File: config.mk
export PLATFORM = sky130hd
export DESIGN_NAME = fastcgi_record_deframer
export DESIGN_NICKNAME = d
export VERILOG_FILES = /design/src/rtl/fcgi_pkg.sv /design/src/rtl/fastcgi_record_deframer.sv /design/src/rtl/fcgi_framer.sv /design/src/rtl/fcgi_splitter.sv /design/src/rtl/fcgi_queue.sv
export SDC_FILE = /design/constraint.sdc
export NUM_CORES = 1
export LEC_CHECK = 0
export ABC_CLOCK_PERIOD_IN_PS = 3510
export BUFFER_PORTS_ARGS = -buffer_cell sky130_fd_sc_hd__buf_4
export CORE_MARGIN = 2
export CORE_UTILIZATION = 53
export DETAILED_ROUTE_END_ITERATION = 10
export MAX_ROUTING_LAYER = met4
export PLACE_DENSITY = 0.77
export SLEW_MARGIN = 20
export SYNTH_ARGS = -nofsm -noshare
export SYNTH_HDL_FRONTEND = slang
export SYNTH_HIERARCHICAL = 1
export SYNTH_SLANG_ARGS = --single-unit
File: constraint.sdc
create_clock -name clk_i -period 3.51 [get_ports clk_i]
set_clock_uncertainty 0.15 [all_clocks]
set_input_delay 0.702 -clock clk_i [delete_from_list [all_inputs] [get_ports clk_i]]
set_output_delay 0.702 -clock clk_i [all_outputs]
set_load 0.05 [all_outputs]
File: src/rtl/fcgi_pkg.sv
`default_nettype none
package fcgi_pkg;
  localparam int unsigned HeaderBytesDefault = 8;
  localparam logic [7:0] TypeParams = 8'd4;
  localparam logic [7:0] TypeStdin  = 8'd5;
  localparam int unsigned QueueDepth = 2;

  typedef enum logic [1:0] {
    PH_HEADER  = 2'd0,
    PH_CONTENT = 2'd1,
    PH_PADDING = 2'd2
  } phase_e;

  typedef enum logic [1:0] {
    PP_NAME_LEN  = 2'd0,
    PP_VALUE_LEN = 2'd1,
    PP_NAME      = 2'd2,
    PP_VALUE     = 2'd3
  } pparam_e;

  typedef enum logic [1:0] {
    CLS_NONE  = 2'd0,
    CLS_NAME  = 2'd1,
    CLS_VALUE = 2'd2,
    CLS_STDIN = 2'd3
  } cls_e;

  localparam logic [0:0] RegAcceptedVersion = 1'b0;

  // one classified beat handed from the framer to the pair splitter
  typedef struct packed {
    logic [7:0]  data;
    logic [15:0] id;
    logic        params;
    logic        stdin;
    logic        new_rec;
    logic        done;
    logic        trunc;
    logic        last;
  } beat_t;
endpackage
`default_nettype wire

File: src/rtl/fastcgi_record_deframer.sv
`default_nettype none
// fastcgi record deframer
// input channel: push / full with data_byte_i and last_i, one beat per
//   received byte; a beat is taken at a clock edge with push high, full low
// result channel: empty / pop; the oldest result sits on the ports while
//   empty is low and leaves on an edge with pop high
// each input beat gives exactly one result beat with its class, the byte,
//   the request id and the pair / record / truncation flags
// the framer and pair splitter work combinationally on the accepted beat and
//   write a two-entry result queue, so each result is registered before it
//   reaches the ports; one beat per clock is sustained while full is low
// when the receiver stalls the queue fills and full rises after two
//   waiting results; full drops as soon as a result is popped
// reset puts the parser at the start of a header, empties the queue and
//   sets accepted_version to 1; accepted_version is written through the apb
//   port at address 0; the user must write it only while idle (not enforced)
module fastcgi_record_deframer
  import fcgi_pkg::*;
#(
  parameter int unsigned HeaderBytes = HeaderBytesDefault,
  parameter int unsigned Depth       = QueueDepth
) (
  input  wire logic        clk_i,
  input  wire logic        rst_ni,
  input  wire logic        psel,
  input  wire logic        penable,
  input  wire logic        pwrite,
  input  wire logic [0:0]  paddr,
  input  wire logic [31:0] pwdata,
  output logic [31:0]      prdata,
  output logic             pready,
  input  wire logic        push,
  output logic             full,
  input  wire logic [7:0]  data_byte_i,
  input  wire logic        last_i,
  output logic             empty,
  input  wire logic        pop,
  output logic [1:0]       byte_class_o,
  output logic [7:0]       out_byte_o,
  output logic [15:0]      rec_id_o,
  output logic             pair_done_o,
  output logic             record_done_o,
  output logic             truncated_o
);
  localparam int unsigned ResW = 2 + 8 + 16 + 3;

  logic [7:0]      acc_ver_q;
  logic            in_fire;
  beat_t           beat;
  logic [1:0]      cls;
  logic            pair;
  logic [ResW-1:0] res_in, res_out;

  // configuration register, always ready
  assign pready = 1'b1;
  assign prdata = (paddr == RegAcceptedVersion) ? {24'd0, acc_ver_q} : 32'd0;

  always_ff @(posedge clk_i or negedge rst_ni) begin
    if (!rst_ni) begin
      acc_ver_q <= 8'd1;
    end else if (psel && penable && pwrite && paddr == RegAcceptedVersion) begin
      acc_ver_q <= pwdata[7:0];
    end
  end

  assign in_fire = push && !full;

  // front: header assembly and record bookkeeping
  fcgi_framer #(.HeaderBytes(HeaderBytes)) u_framer (
    .clk_i      (clk_i),
    .rst_ni     (rst_ni),
    .acc_ver_i  (acc_ver_q),
    .in_valid_i (in_fire),
    .data_byte_i(data_byte_i),
    .last_i     (last_i),
    .beat_o     (beat)
  );

  // name / value splitting of params content
  fcgi_splitter u_split (
    .clk_i  (clk_i),
    .rst_ni (rst_ni),
    .valid_i(in_fire),
    .beat_i (beat),
    .cls_o  (cls),
    .pair_o (pair)
  );

  assign res_in = {cls, beat.data, beat.id, pair, beat.done, beat.trunc};

  // result queue decouples the receiver
  fcgi_queue #(.Width(ResW), .Depth(Depth)) u_queue (
    .clk_i  (clk_i),
    .rst_ni (rst_ni),
    .push_i (in_fire),
    .data_i (res_in),
    .full_o (full),
    .pop_i  (pop),
    .data_o (res_out),
    .empty_o(empty)
  );

  assign {byte_class_o, out_byte_o, rec_id_o, pair_done_o, record_done_o,
          truncated_o} = res_out;

  // a pair can only complete on params content
  a_pair_params: assert property (@(posedge clk_i) disable iff (!rst_ni)
    in_fire && pair |-> beat.params)
    else $error("pair done outside params content");

  // name / value class only on params content
  a_cls_params: assert property (@(posedge clk_i) disable iff (!rst_ni)
    in_fire && (cls == CLS_NAME || cls == CLS_VALUE) |-> beat.params)
    else $error("param class outside params content");

  // truncation only flagged on the final byte
  a_trunc_last: assert property (@(posedge clk_i) disable iff (!rst_ni)
    in_fire && beat.trunc |-> last_i)
    else $error("truncation without last");

  // a push into a non-full queue leaves it non-empty
  a_push_nonempty: assert property (@(posedge clk_i) disable iff (!rst_ni)
    in_fire |=> !empty)
    else $error("result lost after push");
endmodule
`default_nettype wire

File: src/rtl/fcgi_framer.sv
`default_nettype none
module fcgi_framer
  import fcgi_pkg::*;
#(
  parameter int unsigned HeaderBytes = HeaderBytesDefault
) (
  input  wire logic       clk_i,
  input  wire logic       rst_ni,
  input  wire logic [7:0] acc_ver_i,
  input  wire logic       in_valid_i,
  input  wire logic [7:0] data_byte_i,
  input  wire logic       last_i,
  output beat_t           beat_o
);
  localparam int unsigned CntW = $clog2(HeaderBytes);

  phase_e            phase_q, phase_d;
  logic [CntW-1:0]   hcnt_q, hcnt_d;
  logic [7:0]        ver_q, ver_d, type_q, type_d, pad_q, pad_d;
  logic [15:0]       id_q, id_d, clen_q, clen_d;
  logic [15:0]       clen_dec;
  logic [7:0]        pad_dec;
  logic              done, trunc, match, new_rec;

  assign clen_dec = clen_q - 16'd1;
  assign pad_dec  = pad_q - 8'd1;
  assign match    = (ver_q == acc_ver_i);

  always_comb begin
    phase_d = phase_q;
    hcnt_d  = hcnt_q;
    ver_d   = ver_q;
    type_d  = type_q;
    id_d    = id_q;
    clen_d  = clen_q;
    pad_d   = pad_q;
    done    = 1'b0;
    new_rec = 1'b0;
    case (phase_q)
      PH_CONTENT: begin
        clen_d = clen_dec;
        if (clen_dec == 16'd0) begin
          if (pad_q != 8'd0) phase_d = PH_PADDING;
          else begin
            phase_d = PH_HEADER;
            done    = 1'b1;
          end
        end
      end
      PH_PADDING: begin
        pad_d = pad_dec;
        if (pad_dec == 8'd0) begin
          phase_d = PH_HEADER;
          done    = 1'b1;
        end
      end
      default: begin
        phase_d = PH_HEADER;
        case (hcnt_q)
          CntW'(0): begin
            ver_d   = data_byte_i;
            id_d    = 16'd0;
            new_rec = 1'b1;
          end
          CntW'(1): type_d = data_byte_i;
          CntW'(2): id_d = {data_byte_i, 8'd0};
          CntW'(3): id_d = {id_q[15:8], data_byte_i};
          CntW'(4): clen_d = {data_byte_i, 8'd0};
          CntW'(5): clen_d = {clen_q[15:8], data_byte_i};
          CntW'(6): pad_d = data_byte_i;
          default: ;
        endcase
        if (hcnt_q == CntW'(HeaderBytes - 1)) begin
          hcnt_d = '0;
          if (clen_d != 16'd0) phase_d = PH_CONTENT;
          else if (pad_d != 8'd0) phase_d = PH_PADDING;
          else done = 1'b1;
        end else begin
          hcnt_d = hcnt_q + CntW'(1);
        end
      end
    endcase
    trunc = 1'b0;
    if (last_i) begin
      trunc   = !(phase_d == PH_HEADER && hcnt_d == '0);
      phase_d = PH_HEADER;
      hcnt_d  = '0;
      clen_d  = 16'd0;
      pad_d   = 8'd0;
    end
  end

  always_comb begin
    beat_o.data    = data_byte_i;
    beat_o.id      = id_d;
    beat_o.params  = (phase_q == PH_CONTENT) && match && (type_q == TypeParams);
    beat_o.stdin   = (phase_q == PH_CONTENT) && match && (type_q == TypeStdin);
    beat_o.new_rec = new_rec;
    beat_o.done    = done;
    beat_o.trunc   = trunc;
    beat_o.last    = last_i;
  end

  always_ff @(posedge clk_i or negedge rst_ni) begin
    if (!rst_ni) begin
      phase_q <= PH_HEADER;
      hcnt_q  <= '0;
      ver_q   <= 8'd0;
      type_q  <= 8'd0;
      id_q    <= 16'd0;
      clen_q  <= 16'd0;
      pad_q   <= 8'd0;
    end else if (in_valid_i) begin
      phase_q <= phase_d;
      hcnt_q  <= hcnt_d;
      ver_q   <= ver_d;
      type_q  <= type_d;
      id_q    <= id_d;
      clen_q  <= clen_d;
      pad_q   <= pad_d;
    end
  end
endmodule
`default_nettype wire

File: src/rtl/fcgi_splitter.sv
`default_nettype none
module fcgi_splitter
  import fcgi_pkg::*;
(
  input  wire logic        clk_i,
  input  wire logic        rst_ni,
  input  wire logic        valid_i,
  input  beat_t            beat_i,
  output logic [1:0]       cls_o,
  output logic             pair_o
);
  pparam_e    pp_q, pp_d;
  logic [7:0] name_q, name_d, val_q, val_d, name_dec, val_dec;
  pparam_e    pp_cur;
  logic [7:0] name_cur, val_cur;

  assign pp_cur   = beat_i.new_rec ? PP_NAME_LEN : pp_q;
  assign name_cur = beat_i.new_rec ? 8'd0 : name_q;
  assign val_cur  = beat_i.new_rec ? 8'd0 : val_q;
  assign name_dec = name_cur - 8'd1;
  assign val_dec  = val_cur - 8'd1;

  always_comb begin
    pp_d   = pp_cur;
    name_d = name_cur;
    val_d  = val_cur;
    cls_o  = CLS_NONE;
    pair_o = 1'b0;
    if (beat_i.stdin) cls_o = CLS_STDIN;
    if (beat_i.params) begin
      case (pp_cur)
        PP_NAME_LEN: begin
          name_d = beat_i.data;
          pp_d   = PP_VALUE_LEN;
        end
        PP_VALUE_LEN: begin
          val_d = beat_i.data;
          if (name_cur != 8'd0) pp_d = PP_NAME;
          else if (beat_i.data != 8'd0) pp_d = PP_VALUE;
          else begin
            pair_o = 1'b1;
            pp_d   = PP_NAME_LEN;
          end
        end
        PP_NAME: begin
          cls_o  = CLS_NAME;
          name_d = name_dec;
          if (name_dec == 8'd0) begin
            if (val_cur != 8'd0) pp_d = PP_VALUE;
            else begin
              pair_o = 1'b1;
              pp_d   = PP_NAME_LEN;
            end
          end
        end
        default: begin
          cls_o = CLS_VALUE;
          val_d = val_dec;
          if (val_dec == 8'd0) begin
            pair_o = 1'b1;
            pp_d   = PP_NAME_LEN;
          end
        end
      endcase
    end
    if (beat_i.last) begin
      pp_d   = PP_NAME_LEN;
      name_d = 8'd0;
      val_d  = 8'd0;
    end
  end

  always_ff @(posedge clk_i or negedge rst_ni) begin
    if (!rst_ni) begin
      pp_q   <= PP_NAME_LEN;
      name_q <= 8'd0;
      val_q  <= 8'd0;
    end else if (valid_i) begin
      pp_q   <= pp_d;
      name_q <= name_d;
      val_q  <= val_d;
    end
  end
endmodule
`default_nettype wire

File: src/rtl/fcgi_queue.sv
`default_nettype none
module fcgi_queue
  import fcgi_pkg::*;
#(
  parameter int unsigned Width = 8,
  parameter int unsigned Depth = QueueDepth
) (
  input  wire logic             clk_i,
  input  wire logic             rst_ni,
  input  wire logic             push_i,
  input  wire logic [Width-1:0] data_i,
  output logic                  full_o,
  input  wire logic             pop_i,
  output logic [Width-1:0]      data_o,
  output logic                  empty_o
);
  localparam int unsigned PtrW = (Depth > 1) ? $clog2(Depth) : 1;

  logic [Width-1:0] mem_q [Depth];
  logic [PtrW-1:0]  wr_q, rd_q;
  logic [PtrW:0]    cnt_q;
  logic             do_push, do_pop;

  assign full_o  = (cnt_q == (PtrW+1)'(Depth));
  assign empty_o = (cnt_q == '0);
  assign do_push = push_i && !full_o;
  assign do_pop  = pop_i && !empty_o;
  assign data_o  = mem_q[rd_q];

  always_ff @(posedge clk_i) begin
    if (do_push) mem_q[wr_q] <= data_i;
  end

  always_ff @(posedge clk_i or negedge rst_ni) begin
    if (!rst_ni) begin
      wr_q  <= '0;
      rd_q  <= '0;
      cnt_q <= '0;
    end else begin
      if (do_push) wr_q <= (wr_q == PtrW'(Depth - 1)) ? '0 : wr_q + PtrW'(1);
      if (do_pop)  rd_q <= (rd_q == PtrW'(Depth - 1)) ? '0 : rd_q + PtrW'(1);
      cnt_q <= cnt_q + (PtrW+1)'(do_push) - (PtrW+1)'(do_pop);
    end
  end
endmodule
`default_nettype wire
# == After elaboration in Yosys (flattened, before gate mapping) ==
# Memories as Yosys holds them, arrays and structs flattened.
# Cells that the tools add are included.
# Widths: inputs -> output; s select.
# op_classes
n_addsub,9
bitwise_logic,2
order_cmp,0
n_div,0
n_mux,63
reduce_logical,35
n_eq_ne,17
shifts,0
n_mul,0
# ops
cell,n
$mux 8,10
$pmux 16 s2,2
$mux 16,3
$pmux 16 s3,1
$pmux 8 s2,3
$reduce_bool 8->1,5
$mux 2,17
$logic_not 8->1,3
$sub 8x1->8 const B,3
$mux 1,19
$eq 8x3->1 const B,2
$logic_not 16->1,1
$reduce_bool 16->1,1
$sub 16x1->16 const B,1
$eq 3x3->1 const B,4
$logic_and 1x1->1,10
$mux 3,3
$eq 8x8->1,1
$pmux 2 s2,2
$eq 2x2->1 const B,3
$eq 3x2->1 const B,2
$logic_not 2->1,3
$logic_not 3->1,2
$pmux 2 s3,1
14 further kinds,24
# word_totals
mem_bits_ro,0
latch_bits,0
ram_bits,58
output_inout_bits,64
mem_count,1
input_bits,49
wordCells,141
regBits,91
# memory_table
name,depth,word_bits,read_ports,rd_ports_with_merged_regs,write_ports,line_no,source
u_queue.mem_q,2,29,1,0,1,fcgi_queue.sv:19,logic [Width-1:0] mem_q [Depth];

# == Depth between registers and ports, before layout ==
# depth
depth_word,12
mapped_depth,17
depth_no_buf,13

# == By module ==
# Netlist, hierarchy kept.
# by_module_without_submodules
mod,area_each_um2,seq_area_each_um2,cells_each,instances
fcgi_framer,4122.7,1526.5,464,1
fcgi_queue,2411.1,1841.8,108,1
fcgi_splitter,1826.8,450.4,228,1
fastcgi_record_deframer,586.8,201.4,53,1

# == Worst setup path before layout ==
# OpenSTA, ideal clock, no wires.
# synth_path
path_kind,register -> register
startpoint,reg u_framer.phase_q[0]
endpoint,"mem u_queue/mem_q[0][2] in the netlist's numbering, data pin"
stages_incl_launch_ff,17
n_path_buf,3
t_arrival_ps,3289
period_less_slack_ps,3574
required_ps,3226
setup_slack_ps,-64
setup_time_ps,134
cell_sequence,dfrtp_1 inv_1 ha_1 nor2b_1 and2_1 buf_4 buf_6 inv_2 buf_6 nand2_1 ha_1 or3b_1 a221o_1 or3b_1 a211oi_2 a41o_1 o21a_1
# synth_between
elab_chain_len,9
elab_cells_between_ends,24
cone_classes,add/sub (2); eq/ne (4); mux (10); reduce/logical (8)
# synth_lines
item,line_no,source
"start, declared",fcgi_framer.sv:17,"phase_e phase_q, phase_d;"
"start signal, assigned",fcgi_framer.sv:114,phase_q <= phase_d;
$eq 2x2->1 or $eq 2x1->1 (tied branches),fcgi_framer.sv:39,case (phase_q)
$reduce_or 2->1 (no source line) (*),n/a,
$mux 1 (*),fcgi_framer.sv:39,
via u_framer.new_rec,fcgi_framer.sv:23,"logic done, trunc, match, new_rec;"
"$mux 8, on equally long branches","fcgi_splitter.sv:19, fcgi_splitter.sv:18",
"$sub 8x1->8, or another cell as far along",fcgi_splitter.sv:21,assign val_dec = val_cur - 8'd1;
"$logic_not 8->1, or another cell as far along",fcgi_splitter.sv:59,if (val_dec == 8'd0) begin
"$mux 1, on equally long branches","fcgi_splitter.sv:59, fcgi_splitter.sv:48",
$pmux 1 s3 (*),fcgi_splitter.sv:31,case (pp_cur)
$mux 1 (*),fcgi_splitter.sv:30,if (beat_i.params) begin
via pair,fastcgi_record_deframer.sv:51,logic pair;
"end, declared",fcgi_queue.sv:19,
# The timed path passes the listed nets; every way through them passes the cells marked *.

==> run summary <==
CP Launch Type = register
H-tree depth = 4
Final Core Density = 0.605
Post-place instance area = 0.00937 mm^2
Hold Path Class = input port to async pin
Final hold violation count = 0
Largest net degree at the start of global routing = 68
I/O Buffers = 63
Total CTS buffers = 17
Sequential-to-total area share from yosys stat = 0.449
Initial drt markers = 847
Share of layout cells above drive strength 1 = 0.243
WP data arrival = 3.51 ns
Lkg Pwr = 4.24 nW
Clock transition at the registers of the reported paths = 0.07 ns
Number of global-route vias before repair = 6645
Fin cells = 1120
Dpl hpwl = 13300 um
Aggregate global-route resource usage = 0.249
WHS = 0.0326 ns
DRC Markers = 0
Worst R2R Path Depth = 12
Crit. End Element = register
Met1 GRT Util = 0.318
Synth Instances = 853
Initial antenna violation count = 0
Reg power frac = 0.332
Routed WL = 21300 um
Final ANT Viol Nets = 0
Max-Cap Viols = 0
Peak Freq = 298 MHz
Final net count = 955
Synth Area in Simple Gates = 0.155
Max Fanout on Critical Path = 8
Largest family of logic cells by synthesized area = compound AO/OA/AOI/OAI gates
Area grow syn2layout = 11.7%
Final worst slack = 0.149 ns
Clk sink count = 149
Sw Pwr = 3.04 mW
Core box area = 0.0165 mm^2
GPL Wtd Cong = 0.914
Main flop type after synthesis = dfrtp_1
Root Driver = clkbuf_16
Asr flop ratio synth = 0.611
Sw Share = 0.401
Synth Area in XOR/XNOR = 0.0206
Status = finished clean
Tmin final = 3.36 ns
Yosys cell types = 87
Cell Rows = 47
Reg-to-reg startpoint = u_framer/phase_q[1]
Warnings, synthesis = 6
Initial Util = 0.541
Complex-gate fraction of the synthesized area = 0.164
Post-route setup TNS = 0 ns
N_diodes = 0
DP Cell Count = 1087
Setup-failing EPs final = 0
Power Dens Cells = 760 mW/mm^2
Cell area after layout = 0.00999 mm^2
Synthesized area = 0.00895 mm^2
Comb power frac = 0.424
Post-synth EDFFs = 58
Top cells by count, synth = dfrtp_1, nor2_1, edfxtp_1
Die X = 134 um
Worst IR Drop VDD = 700 uV
I/O pin count = 113
R2R Path End = u_queue/mem_q[1][2]
Post-synth top area share = 0.252
Worst slew margin = 0.507
Via density = 6.26
Slew @ Worst Pin = 0.740 ns
Clock power frac = 0.243
CTS tree = yes
DIE HEIGHT = 134 um
GR peak layer = met2
Pint = 4.55 mW
Max-slew violations = 0
Die area = 0.0179 mm^2
First-pass GRT wire length = 34300 um
Count of state elements after synthesis = 149
Power consumption = 7.59 mW
Worst EP required = 3.66 ns
Grt met2 use = 0.383
Syn avg cell area = 10.5 um^2
FF-to-FF setup slack = 0.15 ns
Adder-cell area share of the yosys netlist = 0.0266
Dpl ws = 0.141 ns
TritonRoute pass-1 iters = 8
M3 GR Usage = 0.0612
Proportion of synthesized area in mux cells = 0.106
Most common cell in the netlist = dfrtp_1
Synth top area cells = dfrtp_1, edfxtp_1, mux2_2, mux2_4, buf_4
Worst-skew pair later-pin latency = 0.44 ns
Max clock buf depth = 2
Grt ovf = 0
Avg WL per Cell = 19.0 um
WS Path Type = register to register
CTS Hold Buffers Added = 0
Largest area contributor in the netlist = dfrtp_1
Final worst-path cycle share = 0.958
Vias after detailed routing = 7015
==> cell type report <==
class / instances / area [um^2]
multi-input cells: 607 / 4340
repair buffers: 83 / 648
flip-flops and latches: 149 / 4020
clock buffers: 18 / 429
well taps: 220 / 275
fillers: 1308 / 6530
clock inverters: 14 / 166
inverters: 29 / 109
==> power by group through the flow <==
| stage | Clock, mW | Sequential (mW) | Combinational (mW) |
|---|---|---|---|
| 2_1_floorplan | 0 | 2.47 | 2.53 |
| 3_3_place_gp | 0 | 2.51 | 3.14 |
| 3_5_place_dp | 0 | 2.54 | 3.19 |
| 4_1_cts | 1.86 | 2.52 | 3.22 |
| 5_1_grt | 1.94 | 2.57 | 3.44 |
| 6_report | 1.85 | 2.52 | 3.22 |
==> layout by cell type, fill, tap and decap left out, types with 5 or more instances in the layout <==
| master | count |
|---|---|
| inv_1 | 27 |
| nand2b_1 | 6 |
| nor4_1 | 17 |
| a21oi_1 | 38 |
| nand2_1 | 53 |
| o2bb2ai_1 | 10 |
| clkbuf_16 | 17 |
| xnor2_1 | 8 |
| a22oi_1 | 17 |
| nor3_1 | 15 |
| buf_4 | 81 |
| a22o_1 | 21 |
| mux2_4 | 29 |
| o31ai_1 | 9 |
| xor2_1 | 13 |
| a31oi_1 | 11 |
| dfrtp_1 | 89 |
| and2_1 | 8 |
| nand4_1 | 9 |
| nor3b_1 | 5 |
| nor2b_1 | 5 |
| conb_1 | 25 |
| mux2_2 | 41 |
| o21ai_0 | 31 |
| and2b_2 | 9 |
| ha_1 | 17 |
| nand3_1 | 17 |
| edfxtp_1 | 58 |
| o21ai_1 | 25 |
| nor2_1 | 62 |
| or3_1 | 6 |
==> timing repair <==
item	in CTS	in global routing
setup endpoints to repair	0	2
setup buffers	0	1
resized for setup	0	3
==> sequential cells by signal, summed over array words and instances (netlist names), 3 cells and up <==
register / count
u_framer/type_q: 8
u_framer/ver_q: 8
u_queue/mem_q: 58
u_split/val_q: 8
u_framer/hcnt_q: 3
acc_ver_q: 8
u_split/name_q: 8
u_framer/clen_q: 16
u_framer/id_q: 16
u_framer/pad_q: 8
==> how the worst max path moves through the flow <==
stage | cells after the start | slack (ns) | startpoint | endpoint
global placement | 13 | 0.21 | u_framer/phase_q[0] | u_queue/mem_q[1][2]
finish | 12 | 0.15 | u_framer/phase_q[1] | u_queue/mem_q[1][2]
detailed placement | 13 | 0.14 | u_framer/phase_q[0] | u_queue/mem_q[0][2]
floorplan | 16 | 0.01 | u_framer/phase_q[0] | u_queue/mem_q[0][2]
CTS | 13 | 0.12 | u_framer/phase_q[0] | u_queue/mem_q[1][2]
global route | 12 | -0.02 | u_framer/phase_q[1] | u_queue/mem_q[1][2]
==> layer usage <==
metal,vias up,routed length [um]
met4,0,565
li1,3146,-
met5,-,0
met3,69,1820
met2,393,10100
met1,3407,8850
==> worst max-delay path: stages, from the launching register on <==
cell and delay, ns:
dfrtp_1 0.42, ha_1 0.31, nor2b_1 0.16, and2_1 0.18, inv_2 0.07, nand2_1 0.11, ha_4 0.18, or3b_1 0.34
a221o_1 0.34, or3b_1 0.39, a211oi_2 0.30, a41o_1 0.14, o21a_1 0.13
==> kinds of logic after synthesis <==
family / Yosys count
AOI/OAI and AO/OA: 215
xor gates and xnor gates: 21
adders and majority gates: 19
buffers and inverters: 120
DFF: 149
muxes: 75
other: 2
and+or+nand+nor: 252
Note: power is estimated with default switching activity, not from simulation.
